File: src/rac_pkg.sv
// ----------------------------------------------------------------------------
// rac_pkg
// Shared widths, codes and handshake types for the RSSI average / calibrate /
// percent block and its shared divider.
// ----------------------------------------------------------------------------
`default_nettype none

package rac_pkg;

  localparam int SAMPLE_W            = 10;
  localparam int SAMPLES_PER_READING = 100;
  localparam int LEVEL_W             = 11;
  localparam int PCT_W               = 7;
  localparam int MODE_W              = 2;

  localparam int SUM_W  = $clog2(SAMPLES_PER_READING * ((1 << SAMPLE_W) - 1) + 1);
  localparam int CNT_W  = $clog2(SAMPLES_PER_READING + 1);
  localparam int PNUM_W = $clog2(((1 << LEVEL_W) - 1) * 100 + 1);
  localparam int DIVD_W = (SUM_W > PNUM_W) ? SUM_W : PNUM_W;
  localparam int DIVS_W = LEVEL_W;

  // divider step counter
  localparam int                    DIV_STEP_W    = $clog2(DIVD_W);
  localparam logic [DIV_STEP_W-1:0] DIV_STEP_LAST = DIV_STEP_W'(DIVD_W - 1);

  localparam logic [LEVEL_W-1:0] LEVEL_MAX    = {LEVEL_W{1'b1}};
  localparam logic [LEVEL_W-1:0] LEVEL_OFFSET = LEVEL_W'(200);
  localparam logic [LEVEL_W-1:0] MAX_SPAN     = LEVEL_W'(100);
  localparam logic [PCT_W-1:0]   PCT_FULL     = PCT_W'(100);

  // calibration modes
  localparam logic [MODE_W-1:0] MODE_NONE = 2'd0;
  localparam logic [MODE_W-1:0] MODE_MIN  = 2'd1;
  localparam logic [MODE_W-1:0] MODE_MAX  = 2'd2;

  // register indexes (paddr[3:2])
  localparam logic [1:0] REG_MODE  = 2'd0;
  localparam logic [1:0] REG_SMIN  = 2'd1;
  localparam logic [1:0] REG_SMAX  = 2'd2;

  typedef struct packed {
    logic              start;
    logic [DIVD_W-1:0] dividend;
    logic [DIVS_W-1:0] divisor;
  } rac_div_req_t;

  typedef struct packed {
    logic              done;
    logic [DIVD_W-1:0] quot;
  } rac_div_rsp_t;

endpackage

`default_nettype wire

File: src/rac_div.sv
// ----------------------------------------------------------------------------
// rac_div
// Restoring divider, one quotient bit per cycle, shared by the block-end
// average and the percent mapping.
// ----------------------------------------------------------------------------
`default_nettype none

module rac_div (
  input  wire logic                 clk,
  input  wire logic                 rst_n,
  input  wire rac_pkg::rac_div_req_t req,
  output rac_pkg::rac_div_rsp_t     rsp
);
  import rac_pkg::*;

  logic                  busy_r;
  logic                  done_r;
  logic [DIV_STEP_W-1:0] step_r;
  logic [DIVD_W-1:0]     quo_r;
  logic [DIVD_W-1:0]     quo_nxt;
  logic [DIVS_W-1:0]     rem_r;
  logic [DIVS_W-1:0]     rem_nxt;
  logic [DIVS_W-1:0]     dvs_r;
  logic [DIVS_W:0]       rem_sh;
  logic                  fits;

  always_comb begin
    rem_sh  = {rem_r, quo_r[DIVD_W-1]};
    fits    = rem_sh >= {1'b0, dvs_r};
    rem_nxt = fits ? DIVS_W'(rem_sh - {1'b0, dvs_r}) : rem_sh[DIVS_W-1:0];
    quo_nxt = {quo_r[DIVD_W-2:0], fits};
  end

  always_ff @(posedge clk) begin
    if (!rst_n) begin
      busy_r <= 1'b0;
      done_r <= 1'b0;
    end else begin
      done_r <= busy_r & ~req.start & (step_r == DIV_STEP_LAST);
      if (req.start) begin
        busy_r <= 1'b1;
        step_r <= '0;
        quo_r  <= req.dividend;
        rem_r  <= '0;
        dvs_r  <= req.divisor;
      end else if (busy_r) begin
        quo_r  <= quo_nxt;
        rem_r  <= rem_nxt;
        step_r <= step_r + DIV_STEP_W'(1);
        if (step_r == DIV_STEP_LAST) begin
          busy_r <= 1'b0;
        end
      end
    end
  end

  assign rsp.done = done_r;
  assign rsp.quot = quo_r;

endmodule

`default_nettype wire

File: src/rssi_average_calibrate_percent.sv
// ----------------------------------------------------------------------------
// rssi_average_calibrate_percent
// Block average of converter samples, min/max self-calibration and mapping
// of the clamped average onto 0..100 percent.
// ----------------------------------------------------------------------------
//  channel   direction  handshake              payload
//  in_       input      in_valid / in_ready    in_sample
//  out_      output     out_valid / out_ready  out_percent, out_min_level,
//                                              out_max_level
//  cfg (APB) input      psel/penable/pwrite    paddr, pwdata, prdata
//
//  A beat that does not close a block is added to the running sum.
//  A closing beat keeps in_ready low through two 18-step divider passes
//  (average, then percent) plus calibrate, map and result-load steps; the
//  percent pass is skipped when the bounds are equal or inverted.
//  Synchronous active-low reset loads the bounds from the reset register values.
//  A stalled result waits in the output register; a further closing beat
//  holds in the result-load step until the output register frees up.
// ----------------------------------------------------------------------------
`default_nettype none

module rssi_average_calibrate_percent (
  input  wire logic                         clk,
  input  wire logic                         rst_n,
  input  wire logic                         in_valid,
  output      logic                         in_ready,
  input  wire logic [rac_pkg::SAMPLE_W-1:0] in_sample,
  output      logic                         out_valid,
  input  wire logic                         out_ready,
  output      logic [rac_pkg::PCT_W-1:0]    out_percent,
  output      logic [rac_pkg::LEVEL_W-1:0]  out_min_level,
  output      logic [rac_pkg::LEVEL_W-1:0]  out_max_level,
  input  wire logic                         psel,
  input  wire logic                         penable,
  input  wire logic                         pwrite,
  input  wire logic [3:0]                   paddr,
  input  wire logic [31:0]                  pwdata,
  output      logic [31:0]                  prdata,
  output      logic                         pready
);
  import rac_pkg::*;

  typedef enum logic [5:0] {
    ST_IDLE = 6'b000001,
    ST_AVG  = 6'b000010,
    ST_CAL  = 6'b000100,
    ST_MAP  = 6'b001000,
    ST_PCT  = 6'b010000,
    ST_EMIT = 6'b100000
  } state_t;

  typedef struct packed {
    logic [LEVEL_W-1:0] lo;
    logic [LEVEL_W-1:0] hi;
  } bounds_t;

  function automatic bounds_t load_bounds(input logic [MODE_W-1:0]  mode,
                                          input logic [LEVEL_W-1:0] smin,
                                          input logic [LEVEL_W-1:0] smax);
    bounds_t          b;
    logic [LEVEL_W:0] sum;
    b.lo = (mode == MODE_MIN) ? '0 : smin;
    sum  = {1'b0, b.lo} + {1'b0, MAX_SPAN};
    if (mode == MODE_MAX) begin
      b.hi = sum[LEVEL_W] ? LEVEL_MAX : sum[LEVEL_W-1:0];
    end else begin
      b.hi = smax;
    end
    return b;
  endfunction

  state_t             state_r;
  logic [MODE_W-1:0]  mode_r;
  logic [LEVEL_W-1:0] smin_r;
  logic [LEVEL_W-1:0] smax_r;
  logic [SUM_W-1:0]   sum_r;
  logic [CNT_W-1:0]   cnt_r;
  logic [LEVEL_W-1:0] low_r;
  logic [LEVEL_W-1:0] high_r;
  logic [SAMPLE_W-1:0] avg_r;
  logic [PCT_W-1:0]   pct_r;
  logic               out_valid_r;
  logic [PCT_W-1:0]   out_pct_r;
  logic [LEVEL_W-1:0] out_min_r;
  logic [LEVEL_W-1:0] out_max_r;

  rac_div_req_t       div_req;
  rac_div_rsp_t       div_rsp;

  logic               cfg_wr;
  logic [1:0]         cfg_idx;
  logic [MODE_W-1:0]  mode_w;
  logic [LEVEL_W-1:0] smin_w;
  logic [LEVEL_W-1:0] smax_w;
  bounds_t            ld;

  logic               in_fire;
  logic [SUM_W-1:0]   sum_add;
  logic               blk_end;

  logic [LEVEL_W-1:0] avg_l;
  logic [LEVEL_W-1:0] lo_a;
  logic [LEVEL_W-1:0] lo_off;
  logic [LEVEL_W-1:0] lo_mid;
  logic [LEVEL_W-1:0] low_cal;
  logic [LEVEL_W-1:0] high_cal;
  logic [LEVEL_W-1:0] clamp_c;
  logic [LEVEL_W-1:0] span;
  logic [DIVD_W-1:0]  pnum;

  // ---- config port ----
  assign pready  = 1'b1;
  assign cfg_wr  = psel & penable & pwrite;
  assign cfg_idx = paddr[3:2];

  always_comb begin
    mode_w = (cfg_idx == REG_MODE) ? pwdata[MODE_W-1:0]  : mode_r;
    smin_w = (cfg_idx == REG_SMIN) ? pwdata[LEVEL_W-1:0] : smin_r;
    smax_w = (cfg_idx == REG_SMAX) ? pwdata[LEVEL_W-1:0] : smax_r;
    ld     = load_bounds(mode_w, smin_w, smax_w);
  end

  always_comb begin
    prdata = '0;
    unique case (cfg_idx)
      REG_MODE: prdata = 32'(mode_r);
      REG_SMIN: prdata = 32'(smin_r);
      REG_SMAX: prdata = 32'(smax_r);
      default:  prdata = '0;
    endcase
  end

  // ---- accumulate ----
  assign in_ready = (state_r == ST_IDLE);
  assign in_fire  = in_valid & in_ready;
  assign sum_add  = sum_r + SUM_W'(in_sample);
  assign blk_end  = (cnt_r == CNT_W'(SAMPLES_PER_READING - 1));

  // ---- calibration ----
  always_comb begin
    avg_l    = LEVEL_W'(avg_r);
    lo_a     = (low_r == '0) ? avg_l + LEVEL_OFFSET : low_r;
    lo_off   = lo_a - LEVEL_OFFSET;
    lo_mid   = LEVEL_W'(({1'b0, lo_off} + {1'b0, avg_l}) >> 1) + LEVEL_OFFSET;
    low_cal  = low_r;
    high_cal = high_r;
    if (mode_r == MODE_MIN) begin
      low_cal = ((lo_a >= LEVEL_OFFSET) && (lo_off > avg_l)) ? lo_mid : lo_a;
    end
    if (mode_r == MODE_MAX && high_r < avg_l) begin
      high_cal = avg_l;
    end
  end

  // ---- clamp and percent numerator ----
  always_comb begin
    priority if (avg_l < low_r) begin
      clamp_c = low_r;
    end else if (avg_l > high_r) begin
      clamp_c = high_r;
    end else begin
      clamp_c = avg_l;
    end
    span = high_r - low_r;
    pnum = DIVD_W'(clamp_c - low_r) * DIVD_W'(100);
  end

  // ---- sequencer ----
  always_comb begin
    div_req = '0;
    unique case (state_r)
      ST_IDLE: begin
        div_req.start    = in_fire & blk_end;
        div_req.dividend = DIVD_W'(sum_add);
        div_req.divisor  = DIVS_W'(SAMPLES_PER_READING);
      end
      ST_MAP: begin
        div_req.start    = (high_r > low_r);
        div_req.dividend = pnum;
        div_req.divisor  = span;
      end
      default: div_req = '0;
    endcase
  end

  rac_div u_div (
    .clk   (clk),
    .rst_n (rst_n),
    .req   (div_req),
    .rsp   (div_rsp)
  );

  always_ff @(posedge clk) begin
    if (!rst_n) begin
      state_r     <= ST_IDLE;
      mode_r      <= MODE_NONE;
      smin_r      <= '0;
      smax_r      <= LEVEL_W'(1023);
      sum_r       <= '0;
      cnt_r       <= '0;
      low_r       <= '0;
      high_r      <= LEVEL_W'(1023);
      out_valid_r <= 1'b0;
    end else begin
      if (state_r == ST_EMIT && (!out_valid_r || out_ready)) begin
        out_valid_r <= 1'b1;
      end else if (out_valid_r && out_ready) begin
        out_valid_r <= 1'b0;
      end
      if (cfg_wr && (cfg_idx == REG_MODE || cfg_idx == REG_SMIN || cfg_idx == REG_SMAX)) begin
        mode_r <= mode_w;
        smin_r <= smin_w;
        smax_r <= smax_w;
        low_r  <= ld.lo;
        high_r <= ld.hi;
      end
      unique case (state_r)
        ST_IDLE: begin
          if (in_fire) begin
            if (blk_end) begin
              sum_r   <= '0;
              cnt_r   <= '0;
              state_r <= ST_AVG;
            end else begin
              sum_r <= sum_add;
              cnt_r <= cnt_r + CNT_W'(1);
            end
          end
        end
        ST_AVG: begin
          if (div_rsp.done) begin
            avg_r   <= div_rsp.quot[SAMPLE_W-1:0];
            state_r <= ST_CAL;
          end
        end
        ST_CAL: begin
          low_r   <= low_cal;
          high_r  <= high_cal;
          state_r <= ST_MAP;
        end
        ST_MAP: begin
          priority if (high_r == low_r) begin
            pct_r   <= '0;
            state_r <= ST_EMIT;
          end else if (high_r < low_r) begin
            // inverted bounds: below min reads 0, otherwise full scale
            pct_r   <= (avg_l < low_r) ? '0 : PCT_FULL;
            state_r <= ST_EMIT;
          end else begin
            state_r <= ST_PCT;
          end
        end
        ST_PCT: begin
          if (div_rsp.done) begin
            pct_r   <= div_rsp.quot[PCT_W-1:0];
            state_r <= ST_EMIT;
          end
        end
        ST_EMIT: begin
          if (!out_valid_r || out_ready) begin
            out_pct_r   <= pct_r;
            out_min_r   <= low_r;
            out_max_r   <= high_r;
            state_r     <= ST_IDLE;
          end
        end
        default: state_r <= ST_IDLE;
      endcase
    end
  end

  assign out_valid     = out_valid_r;
  assign out_percent   = out_pct_r;
  assign out_min_level = out_min_r;
  assign out_max_level = out_max_r;

endmodule

`default_nettype wire

File: config.mk
export PLATFORM = sky130hd
export DESIGN_NAME = rssi_average_calibrate_percent
export DESIGN_NICKNAME = d
export VERILOG_FILES = /design/src/rac_pkg.sv /design/src/rac_div.sv /design/src/rssi_average_calibrate_percent.sv
export SDC_FILE = /design/constraint.sdc
export NUM_CORES = 1
export LEC_CHECK = 0
export BUFFER_PORTS_ARGS = -buffer_cell sky130_fd_sc_hd__buf_2
export CAP_MARGIN = 20
export CORE_ASPECT_RATIO = 0.5
export CORE_MARGIN = 8
export CORE_UTILIZATION = 55
export CTS_CLUSTER_SIZE = 10
export DETAILED_ROUTE_END_ITERATION = 8
export PLACE_DENSITY = 0.79
export SYNTH_ARGS = -nofsm -noshare
export SYNTH_HDL_FRONTEND = slang
export SYNTH_SLANG_ARGS = --single-unit
export TNS_END_PERCENT = 1
File: constraint.sdc
create_clock -name clk -period 7.29 [get_ports clk]
set_clock_uncertainty 0.2 [all_clocks]
set_input_delay 0.729 -clock clk [delete_from_list [all_inputs] [get_ports clk]]
set_output_delay 0.729 -clock clk [all_outputs]
set_load 0.01 [all_outputs]
* After elaboration in Yosys (flattened, before gate mapping)
Cells that the tools add are included.
** Storage, ports and cells
- Bits in registers :: 170
- Output and inout port bits :: 64
** Operators by class
- Add/sub/neg operators :: 11
- Multipliers :: 1
- Magnitude comparators :: 8
- Equal/unequal tests :: 23
- Muxes and demuxes :: 43
- Bitwise gates (word level) :: 7
- Reductions and logical operators :: 24
** Operators by type and width (number)
- $mux W11 :: 17
- $pmux W30 S2 :: 1
- $mux W6 :: 7
- $mux W18 :: 2
- $pmux W6 S6 :: 1
- $mux W7 :: 5
- $pmux W11 S3 :: 1
- $sub A11 B11 Y11 :: 2
- $mul A18 B5 Y16 const B :: 1
- $add A17 B10 Y17 :: 1
- $mux W17 :: 1
- $pmux W7 S2 :: 1
- $add A11 B10 Y12 :: 1
- $add A11 B7 Y12 const B :: 1
- $ge A12 B11 Y1 :: 1
- $sub A11 B11 Y12 :: 1
- $add A10 B8 Y11 const B :: 1
- $add A11 B8 Y11 const B :: 1
- $eq A11 B11 Y1 :: 1
- $ge A11 B8 Y1 const B :: 1
- $gt A10 B11 Y1 :: 1
- $gt A11 B10 Y1 :: 1
- $gt A11 B11 Y1 :: 1
- $logic_not A11 Y1 :: 1
- 33 further kinds :: 65

* Logic depth before layout (Yosys ltp)
- Depth in word-level cells :: 9
- Mapped depth :: 36
- Mapped depth without buffers :: 35

* By module
From an unflattened synthesis, not the netlist that was laid out.
** Unflattened totals
- Cell total of the unflattened synthesis :: 1356
- Area total of the unflattened synthesis :: 12702.2 um^2
** Modules (own cells, without submodules)
- rssi_average_calibrate_percent :: times used 1, cells each 1165, area an instance 10214.8 um^2
- rac_div :: times used 1, cells each 191, area an instance 2487.4 um^2

* Least setup slack after synthesis
OpenSTA, ideal clock, no wires.
- Path kind :: register -> register
- Start :: register avg_r[1]
- End :: register u_div.quo_r[17], data pin
- Data arrival time :: 6.902 ns
- Data required time :: 6.832 ns
- Path slack :: -0.070 ns
- Cell stages (with the launch flop) :: 35
- Clock period less this slack :: 7.360 ns
- Cell sequence :: edfxtp_1 ha_1 a21o_1 a21o_1 a21oi_1 nor2b_1 o21ai_0 a21oi_1 a41oi_1 clkbuf_1 mux2i_1 ha_1 inv_1 fa_1 a21o_1 a21oi_1 o21bai_1 a21oi_1 o21bai_1 a21oi_1 o21bai_1 a21oi_1 xnor2_1 ha_1 inv_1 fa_1 fa_1 inv_1 ha_1 inv_1 o21bai_1 o41ai_1 xnor2_1 xnor2_1 o2bb2ai_1
** On the way
- Cells in the longest elaborated chain, start to end :: 7
- Elaborated cells between the ends (all ways) :: 8
- Classes of those cells :: 1 x add/sub; 1 x mul; 2 x order compare; 4 x mux
** Ends and longest elaborated chain
- start: declaration :: line rssi_average_calibrate_percent.sv:80 : logic [SAMPLE_W-1:0] avg_r;
- start signal: assignment :: line rssi_average_calibrate_percent.sv:232 : avg_r <= div_rsp.quot[SAMPLE_W-1:0];
- $gt A10 B11 Y1 :: line rssi_average_calibrate_percent.sv:159 : end else if (avg_l > high_r) begin
- $mux W11 :: line rssi_average_calibrate_percent.sv:159
- $mux W11 * :: line rssi_average_calibrate_percent.sv:157 : priority if (avg_l < low_r) begin
- $sub A11 B11 Y12 * :: line rssi_average_calibrate_percent.sv:165 : pnum = DIVD_W'(clamp_c - low_r) * DIVD_W'(100);
- $mul A18 B5 Y16 * :: line rssi_average_calibrate_percent.sv:165
- $pmux W30 S2 * :: line rssi_average_calibrate_percent.sv:171 : unique case (state_r)
- $mux W18 * :: line rac_div.sv:40 : if (req.start) begin
- end signal: assignment :: line rac_div.sv:43 : quo_r <= req.dividend;
- end signal: assignment :: line rac_div.sv:47 : quo_r <= quo_nxt;
- end: declaration :: line rac_div.sv:19 : logic [DIVD_W-1:0] quo_r;
Mark *: on every way between the ends. The rest lies on a longest branch, timed or not.
A chain may end at the register's enable or synchronous reset.

* Worst setup path after layout
Same ends and word-level chain as after synthesis.

==> metrics <==
vias 11000; Clk Latency, worst-skew pair 0.46 ns; DP Worst Slack -0.159 ns; IO Pins 117; DP HPWL 26.5 mm; placed insts 1758; worst setup margin 0.185 ns; number of global-route vias before repair 10600; clock sink total 170; Max Cap Viol 0; antenna-violating nets left 0; worst min path class reg -> reg; Worst VDD drop 0.200 mV; pin count of the biggest net entering global routing 52; pin slew with the least headroom to its limit 1.08 ns; routed len/inst 19.6 um; Post-Syn Area per Cell 9.16 um2; fin crit period 7.10 ns; Die Height 124 um; initial antenna violation count 1; Port Buf Inserts 71; clk slew on worst S/H paths 0.07 ns; layout cells sized above 1 0.137; Core Box Area 22700 um2; Total Routing Usage GR 0.243; run status finished, final reports clean; Row Count 39; global-route wire length before repair 55.1 mm; Worst Path Max Fanout 5; Synthesis Warnings 0; final setup violation count 0; final hold vios 0; number of synthesized flops with an enable pin 91; Final Net Count 1677; Setup crit start kind flop; Area Growth Syn to Fin 11.5%; Num CTS Buffers 17; vias per cell 6.09; Critical Path End Type flop; Synth Cell Area 12700 um2; Rel. slew slack 0.277; WP data arrival 7.10 ns; Synth cell types 87; Lkg Pwr 6.17 nW; CTS Buffer Depth 2; DRT iter0 DRCs 1072; dominant synthesized flop cell edfxtp_1; total global routing overflow 0; critical path class reg -> reg; non-filler cells, final 1803; Worst EP required 7.29 ns; ys async rst share 0; slowest CP cell fa_1; Initial Util 0.559; TritonCTS clock tree built; Total Wirelength 35.3 mm; pwr dens 231 nW/um2; final period utilization 0.975; f_max 141 MHz; final slew viol count 0; Synth Instances 1389; TritonRoute pass-1 iters 6; number of synthesized register bits 170; Die X 231 um; Seq/Total Area, Yosys 0.339; die area 28500 um2; drt drc 0; Largest stage delay, worst path 0.51 ns; CTS H-tree lvls 4; # hold bufs at CTS 0; clk root buf clkbuf_16; Placer Congestion 0.957
==> timing repair <==
item / CTS / global route
setup endpoints to repair: 2 / 5
buffers inserted: 2 / 8
pin swaps: 1 / 9
gates resized for setup: 4 / 21
==> cells in the final DEF (no fill, tap or decap), types with 8 or more instances in the layout <==
cell / n
a211oi_1: 15
a21boi_0: 11
a21o_1: 30
a21oi_1: 68
a22o_1: 10
a22oi_1: 12
a31oi_1: 16
and2_1: 13
and3_1: 11
buf_2: 71
buf_4: 51
clkbuf_16: 17
conb_1: 22
dfxtp_1: 77
edfxtp_1: 91
fa_1: 14
ha_1: 125
inv_1: 118
mux2_2: 8
mux2i_1: 60
nand2_1: 124
nand2b_1: 16
nand3_1: 39
nand4_1: 11
nor2_1: 100
nor2b_1: 18
nor3_1: 30
nor4_1: 8
o211ai_1: 9
o21a_1: 8
o21ai_0: 50
o21ai_1: 8
o21bai_1: 15
xnor2_1: 42
xor2_1: 41
==> report_power, final <==
| group | switching (mW) | internal, mW |
|---|---|---|
| combinational | 0.798 | 0.568 |
| clock | 0.395 | 0.444 |
| sequential | 0.0298 | 1.03 |
==> routing by layer <==
| metal | GRT usage | vias up | routed length (um) |
|---|---|---|---|
| met3 | 0.0586 | 78 | 3580 |
| met2 | 0.386 | 548 | 15900 |
| li1 | - | 5119 | - |
| met5 | 0 | - | 0 |
| met1 | 0.318 | 5231 | 14800 |
| met4 | 0.0961 | 0 | 977 |
==> worst paths after layout <==
path	from	end	slack (ns)	cells past startpoint
max	avg_r[1]$_DFFE_PP_	u_div.quo_r[17]$_DFFE_PP_	0.19	32
min	pct_r[6]$_DFFE_PP_	out_percent[6]$_DFFE_PP_	0.22	0
max reg2reg	avg_r[1]$_DFFE_PP_	u_div.quo_r[17]$_DFFE_PP_	0.19	32
min reg2reg	pct_r[6]$_DFFE_PP_	out_percent[6]$_DFFE_PP_	0.22	0
==> state kept, by name, summed over array words and instances, names as in the netlist, 6 cells and up <==
| signal | flops |
|---|---|
| low_r | 11 |
| pct_r | 7 |
| avg_r | 10 |
| u_div.dvs_r | 11 |
| out_max_level | 11 |
| out_percent | 7 |
| smin_r | 11 |
| u_div.rem_r | 11 |
| smax_r | 11 |
| high_r | 11 |
| sum_r | 17 |
| cnt_r | 7 |
| u_div.quo_r | 18 |
| state_r | 6 |
| out_min_level | 11 |
==> metrics by stage <==
step	util	power [mW]	hold WS [ns]	cell area (um2)	TNS, ns
CTS	0.616	3.21	0.226	14000	0
finish	0.624	3.27	0.223	14200	0
global route	0.624	3.46	0.239	14200	-0.0718
global placement	0.592	2.32	0.204	13500	0
floorplan	-	2.10	0.200	12800	0
detailed placement	0.592	2.38	0.212	13500	-0.209
==> synthesized netlist by cell type (9+ instances only) <==
| cell type | number | area share |
|---|---|---|
| edfxtp_1 | 91 | 0.21 |
| xnor2_1 | 43 | 0.030 |
| a31oi_1 | 17 | 0.0084 |
| o211ai_1 | 9 | 0.0053 |
| nor3_1 | 30 | 0.012 |
| a211oi_1 | 15 | 0.0089 |
| xor2_1 | 41 | 0.028 |
| nor2_1 | 101 | 0.030 |
| buf_4 | 23 | 0.014 |
| mux2i_1 | 62 | 0.049 |
| nor2b_1 | 19 | 0.0093 |
| a21boi_0 | 11 | 0.0065 |
| inv_1 | 118 | 0.035 |
| clkbuf_1 | 37 | 0.011 |
| nand3_1 | 39 | 0.015 |
| a22o_1 | 10 | 0.0069 |
| dfxtp_1 | 79 | 0.12 |
| o21ai_0 | 53 | 0.021 |
| a21oi_1 | 73 | 0.029 |
| and3_1 | 11 | 0.0054 |
| o21bai_1 | 15 | 0.0089 |
| nand2_1 | 124 | 0.037 |
| fa_1 | 15 | 0.024 |
| a22oi_1 | 12 | 0.0071 |
| and2_1 | 13 | 0.0064 |
| a21o_1 | 30 | 0.018 |
| nor4_1 | 9 | 0.0044 |
| ha_1 | 127 | 0.12 |
| nand4_1 | 11 | 0.0054 |
| nand2b_1 | 16 | 0.0079 |
==> worst max-delay path: cells and delay by family (launching register included) <==
family | cells | cell delay, ns
AND/OR/NAND/NOR | 2 | 0.26
adder cells (fa/ha/maj) | 6 | 1.92
multiplexers | 1 | 0.22
buffers and inverters | 5 | 0.57
XOR/XNOR | 3 | 0.57
flip-flops | 1 | 0.50
AO/OA/AOI/OAI | 15 | 2.61
==> logic make-up after synthesis <==
| logic type | after synthesis | share of synthesized area |
|---|---|---|
| xor gates and xnor gates | 85 | 0.0591 |
| other | 2 | 0.000591 |
| and+or+nand+nor | 407 | 0.153 |
| DFF | 170 | 0.339 |
| AOI/OAI and AO/OA | 321 | 0.174 |
| buffers and inverters | 189 | 0.0659 |
| adders and majority gates | 142 | 0.149 |
| muxes | 73 | 0.0596 |
==> final cells by class <==
type | instances | area, um2
flip-flops and latches | 170 | 4320
clock buffers | 25 | 465
inverters | 119 | 447
multi-input cells | 1050 | 7760
diodes | 1 | 2.50
well taps | 307 | 384
repair buffers | 124 | 761
fillers | 1846 | 8560
clock inverters | 7 | 43.8
(Power assumes the default switching activity.)
